`src/sv/rvu_pkg.sv`:
```
`default_nettype none

package rvu_pkg;

    localparam int VEC_W      = 16;
    localparam int ETA_W      = 16;
    localparam int PERP_W     = 25;
    localparam int SUM_W      = 42;
    localparam int RED_W      = 32;
    localparam int K_W        = 4;
    localparam int SQRT_OUT_W = 32;
    localparam int SQRT_IN_W  = 2 * SQRT_OUT_W;
    localparam int SQRT_LAT   = SQRT_OUT_W;
    localparam int S_W        = 24;           // root of a value below 2^48
    localparam int DIV_BITS   = 15;
    localparam int REM_W      = 47;
    localparam int DEN_W      = SQRT_OUT_W + 1;
    localparam int ONE_Q28    = 2**28;        // 1.0 in Q.28
    localparam int RED_LOG2   = 30;           // reduced sum stays at or below 2^30 in magnitude

    typedef logic [2:0][VEC_W-1:0]  t_vec3;
    typedef logic [2:0][PERP_W-1:0] t_perp3;
    typedef logic [2:0][RED_W-1:0]  t_red3;

    typedef struct packed {
        t_perp3 perp;
        t_vec3  norm;
    } t_front_sb;

    typedef struct packed {
        t_red3 red;
        logic  degen;
    } t_back_sb;

endpackage

`default_nettype wire

```
`src/sv/rvu_sqrt.sv`:
```
`default_nettype none

// Pipelined integer square root, one root bit per stage, floor result.
module rvu_sqrt (
    input  logic                            i_clk,
    input  logic                            i_rst_n,
    input  logic                            i_ce,
    input  logic                            i_valid,
    input  logic [rvu_pkg::SQRT_IN_W-1:0]   i_val,
    output logic                            o_valid,
    output logic [rvu_pkg::SQRT_OUT_W-1:0]  o_root
);
    import rvu_pkg::*;

    logic [SQRT_LAT-1:0]   r_vld;
    logic [SQRT_IN_W-1:0]  r_rem  [0:SQRT_LAT-1];
    logic [SQRT_OUT_W-1:0] r_root [0:SQRT_LAT-1];
    logic [SQRT_IN_W-1:0]  p_rem  [0:SQRT_LAT-1];
    logic [SQRT_OUT_W-1:0] p_root [0:SQRT_LAT-1];
    logic [SQRT_IN_W-1:0]  n_rem  [0:SQRT_LAT-1];
    logic [SQRT_OUT_W-1:0] n_root [0:SQRT_LAT-1];
    logic [SQRT_IN_W-1:0]  trial  [0:SQRT_LAT-1];

    always_comb begin
        p_rem[0]  = i_val;
        p_root[0] = '0;
        for (int g = 1; g < SQRT_LAT; g++) begin
            p_rem[g]  = r_rem[g-1];
            p_root[g] = r_root[g-1];
        end
        // rem = v - root^2; test (root + 2^b)^2 <= v
        for (int g = 0; g < SQRT_LAT; g++) begin
            trial[g] = ({{(SQRT_IN_W-SQRT_OUT_W){1'b0}}, p_root[g]} << (SQRT_LAT - g))
                     | ({{(SQRT_IN_W-1){1'b0}}, 1'b1} << (2 * (SQRT_LAT - 1 - g)));
            if (p_rem[g] >= trial[g]) begin
                n_rem[g]  = p_rem[g] - trial[g];
                n_root[g] = p_root[g] | ({{(SQRT_OUT_W-1){1'b0}}, 1'b1} << (SQRT_LAT - 1 - g));
            end else begin
                n_rem[g]  = p_rem[g];
                n_root[g] = p_root[g];
            end
        end
    end

    always_ff @(posedge i_clk) begin
        if (!i_rst_n) begin
            r_vld <= '0;
        end else if (i_ce) begin
            r_vld <= {r_vld[SQRT_LAT-2:0], i_valid};
        end
    end

    always_ff @(posedge i_clk) begin
        if (i_ce) begin
            for (int g = 0; g < SQRT_LAT; g++) begin
                r_rem[g]  <= n_rem[g];
                r_root[g] <= n_root[g];
            end
        end
    end

    assign o_valid = r_vld[SQRT_LAT-1];
    assign o_root  = r_root[SQRT_LAT-1];

endmodule

`default_nettype wire

```
`config.mk`:
```
export PLATFORM = sky130hd
export DESIGN_NAME = rvu_sqrt
export DESIGN_NICKNAME = d
export VERILOG_FILES = /design/src/sv/rvu_pkg.sv /design/src/sv/rvu_sqrt.sv
export SDC_FILE = /design/constraint.sdc
export NUM_CORES = 2
export LEC_CHECK = 0
export ABC_AREA = 0
export BUFFER_PORTS_ARGS = -buffer_cell sky130_fd_sc_hd__buf_2
export CAP_MARGIN = 20
export CORE_ASPECT_RATIO = 1.1
export CORE_UTILIZATION = 60
export DETAILED_ROUTE_END_ITERATION = 12
export GPL_TIMING_DRIVEN = 0
export PLACE_DENSITY = 0.87
export SLEW_MARGIN = 0
export SYNTH_ARGS = -nofsm -noshare
export SYNTH_HDL_FRONTEND = slang
export SYNTH_SLANG_ARGS = --single-unit
```
`constraint.sdc`:
```
create_clock -name i_clk -period 4.23 [get_ports i_clk]
set_clock_uncertainty 0.2 [all_clocks]
set_input_delay 0.2115 -clock i_clk [delete_from_list [all_inputs] [get_ports i_clk]]
set_output_delay 0.2115 -clock i_clk [all_outputs]
set_load 0.05 [all_outputs]
```
==> results.json <==
{
  "status": "complete, but fails checks",
  "violations": "antenna rules, setup timing",
  "die_height_um": 476,
  "clkSlewWorstSetupHoldPaths_ns": 0.09,
  "syn_nets": 10500,
  "busiest_layer": "met2",
  "critPathMaxStageDelay_ns": 0.70,
  "worstSetupEndpointType": "register",
  "antenna_found_initial": 12,
  "worstPathMaxFanout": 6,
  "cts_max_level": 5,
  "min_period_ns": 4.27,
  "place_inst": 12700,
  "path_cells": "inv_1, ha_1, nor4bb_1, nand4_1, nor4_1, nor4_1, o211ai_1, nor3b_2, nand2b_1, xnor2_1",
  "arrival_ns": 4.80,
  "synth_area_leader_cell": "edfxtp_1",
  "dieArea_um2": 206000,
  "cts-root-buf": "clkbuf_16",
  "post_drt_via_cell_ratio": 6.49,
  "p_seq_share_pct": 46.1,
  "gr-usage-met3_pct": 6.20,
  "drtIter0Drc": 10600,
  "core-area_um2": 203000,
  "setup_ws_ns": -0.0427,
  "final_layout_size_suffix_gt1_share_pct": 7.85,
  "globalRoute.totalOverflow": 0,
  "cp_slowest_cell": "nor4bb_1",
  "critPathRequiredTime_ns": 4.76,
  "drtPass1Iterations": 8,
  "clk_latency_ns": 0.97,
  "grtUsageMet1_pct": 39.6,
  "maxCapViolCount": 0,
  "cp_top_family": "simple AND/OR/NAND/NOR gates",
  "numPortBuffers": 100,
  "gp_congestion": 0.974,
  "wl_per_cell_um": 26.1,
  "dp_hpwl_um": 231000,
  "die-width_um": 433,
  "switchingPower_uw": 23300,
  "drt_wl_total_um": 347000,
  "pwr-share-clk_pct": 31.8,
  "grt_pass1_wl_um": 511000,
  "cts.sinks": 2544,
  "p_int_uw": 52400,
  "synth.top_cell.area_share_pct": 61.5,
  "global_route.usage.met2_pct": 55.0,
  "synth_area_um2": 123000,
  "vias": 86400,
  "ff2ff_path_depth": 10,
  "cp-start-kind": "register",
  "ys_ff_latch": 2544,
  "power_frac_comb_pct": 22.1,
  "hp-start": "i_rst_n",
  "io_pins": 101,
  "cts_buffer_depth": 4,
  "timing.rr.start": "r_root[0][191]",
  "p_leak_uw": 0.0517,
  "criticalPathCategory": "reg2reg",
  "power_density_nw_per_um2": 549,
  "setup_violations": 1,
  "power.share.switching_pct": 30.8,
  "min_period_over_period_pct": 101,
  "yosysSeqAreaShare_pct": 62.0,
  "syn_avg_cell_area_um2": 12.4,
  "worst_pin_slew_ns": 1.19,
  "async_reset_ff_share_pct": 0,
  "grt_max_degree": 203,
  "syn2layout_area_growth_pct": 12.5,
  "layout.cells.non_filler": 13300,
  "nNetsFinal": 11000,
  "synth_edf_count": 2512,
  "synthCells": 9875,
  "fp-row-count": 173,
  "cp.buffers_inverters": 1,
  "cts_tree": "done",
  "min_path_cells": 4,
  "drv_slew": 0,
  "synth_cell_types": 96,
  "ir_drop_v": 0.000447,
  "r2r_slack_ns": -0.04,
  "holdPathEnd": "r_vld[17]",
  "timing.slew.headroom_pct": 20.2,
  "start_util_pct": 60.5,
  "hold_viol": 0,
  "min_path_type": "in2reg",
  "cpMostUsedCell": "nor4_1",
  "ys_top_cells_by_area": "edfxtp_1 (62%), ha_1 (5.7%), xnor2_1 (3.6%)",
  "yosysWarnings": 0,
  "cts_buffers": 274,
  "timing.hold.ws_ns": 0.175,
  "max_freq_ghz": 0.234,
  "final_util_pct": 68.1,
  "drc": 0,
  "grt_pass1_vias": 84600,
  "r2r-end": "r_rem[0][447]",
  "synthFlopType": "edfxtp_1",
  "grt_usage_pct": 32.7,
  "ant_nets": 1
}
cells by family (layout without fill, tap and decap cells):
family / Yosys count / count (layout) / synth area share (%)
AO/OA/AOI/OAI: 1912 / 1912 / 9.67
XOR/XNOR: 902 / 902 / 6.44
adder cells (fa/ha/maj): 558 / 558 / 5.69
buffers and inverters: 916 / 1638 / 2.84
flip-flops: 2544 / 2544 / 62.0
multiplexers: 100 / 100 / 0.877
other: 0 / 13 / 0
AND/OR/NAND/NOR: 2943 / 2943 / 12.5
area by class of cell:
cell class                 count  area (um^2)
tap                         2712         3390
fill                       13500        64700
inverter                     714         2690
buffer                       178          777
antenna                       13         32.5
clock inverter               150         1530
timing repair buffer         285         2570
clock buffer                 311         7150
sequential                  2544        76100
multi-input combinational   6415        43700
worst reg2reg max path: stages (launching register included):
cell      delay [ns]
edfxtp_1        0.44
inv_1           0.08
ha_1            0.45
nor4bb_1        0.70
nand4_1         0.33
nor4_1          0.56
nor4_1          0.20
o211ai_1        0.30
nor3b_2         0.42
nand2b_1        0.16
xnor2_1         0.17
Yosys cell counts, drive strengths merged, types with 23 or more instances:
cell type	instances
and4	23
and3	50
a211o	23
or3	108
inv	713
a31oi	41
nand4b	30
dfxtp	32
nand3b	41
a21oi	604
or4	76
nor3	257
nand3	147
and2	41
nor4b	50
nor2b	104
a21o	218
buf	26
a211oi	50
nand4	171
nor2	602
nand2	695
mux2i	40
o21a	92
o21ai	522
xnor2	503
mux2	60
nor3b	26
xor2	399
nand2b	111
o211ai	50
o21bai	60
clkbuf	176
edfxtp	2512
nor4	333
ha	558
o31ai	38
or2	46
flip-flops by register name (all words and copies together) (netlist names):
signal  count
r_root    528
r_vld      32
r_rem    1984
per-stage QoR:
stage / setup TNS (ns) / setup WS [ns] / cell area, um^2 / power (uW)
2_1_floorplan: 0 / 0.503 / 123000 / 45400
3_3_place_gp: - / -34.75 / 127000 / 52100
3_5_place_dp: -234.65 / -0.911 / 127000 / 50700
4_1_cts: 0 / 0.00792 / 137000 / 74600
5_1_grt: -0.0993 / -0.0421 / 138000 / 78300
6_report: -0.0427 / -0.0427 / 138000 / 75700
cell usage in the layout, fill, tap and decap left out, types with 42 or more instances in the layout:
| cell | n |
|---|---|
| or4_1 | 72 |
| nand4_1 | 171 |
| o21a_1 | 92 |
| xnor2_1 | 503 |
| nand3_1 | 147 |
| buf_2 | 113 |
| edfxtp_1 | 2512 |
| xor2_1 | 399 |
| a21o_1 | 218 |
| nand2_1 | 693 |
| or3_1 | 108 |
| nor2_1 | 598 |
| ha_1 | 551 |
| nor2b_1 | 103 |
| o211ai_1 | 49 |
| clkbuf_2 | 42 |
| inv_1 | 710 |
| nor4_1 | 307 |
| clkbuf_16 | 282 |
| and3_1 | 50 |
| or2_2 | 45 |
| a211oi_1 | 45 |
| o21ai_0 | 513 |
| clkinv_1 | 47 |
| o21bai_1 | 58 |
| nor3_1 | 250 |
| dlygate4sd3_1 | 136 |
| clkbuf_1 | 139 |
| nand2b_1 | 110 |
| a21oi_1 | 603 |
| mux2_2 | 60 |
power groups by stage:
stage / Clock, uW / Sequential (uW) / Combinational, uW
after detailed placement: 0 / 35100 / 15600
after floorplan: 0 / 33900 / 11500
after global placement: 0 / 36900 / 15200
final: 24000 / 34900 / 16800
after CTS: 23900 / 34700 / 16000
after global routing: 25000 / 35100 / 18200
worst max path at each step:
stage,from,endpoint,depth (start not counted)
floorplan,r_rem[1][234],r_rem[1][319],11
global placement,i_ce,r_rem[1][935],1
detailed placement,r_rem[0][991],r_rem[1][38],12
CTS,r_root[0][279],r_rem[0][625],10
global route,r_root[0][415],r_rem[0][894],12
finish,r_root[0][191],r_rem[0][447],10
routing by layer:
metal  vias up  wire, um
met5         -       143
met4        14     24000
met3      1487     30900
met2      5448    167000
met1     41400    125000
li1      38000         -
what timing repair did:
action | in CTS | in global routing
buffers inserted | 6 | 18
pin swaps | 8 | 12
hold buffers | 138 | 0
gates cloned | 0 | 1
gates resized for setup | 83 | 111
endpoints found under the setup margin | 527 | 626
endpoints found under the hold margin | 314 | 0
No activity file was read; power rests on OpenSTA's default activity.
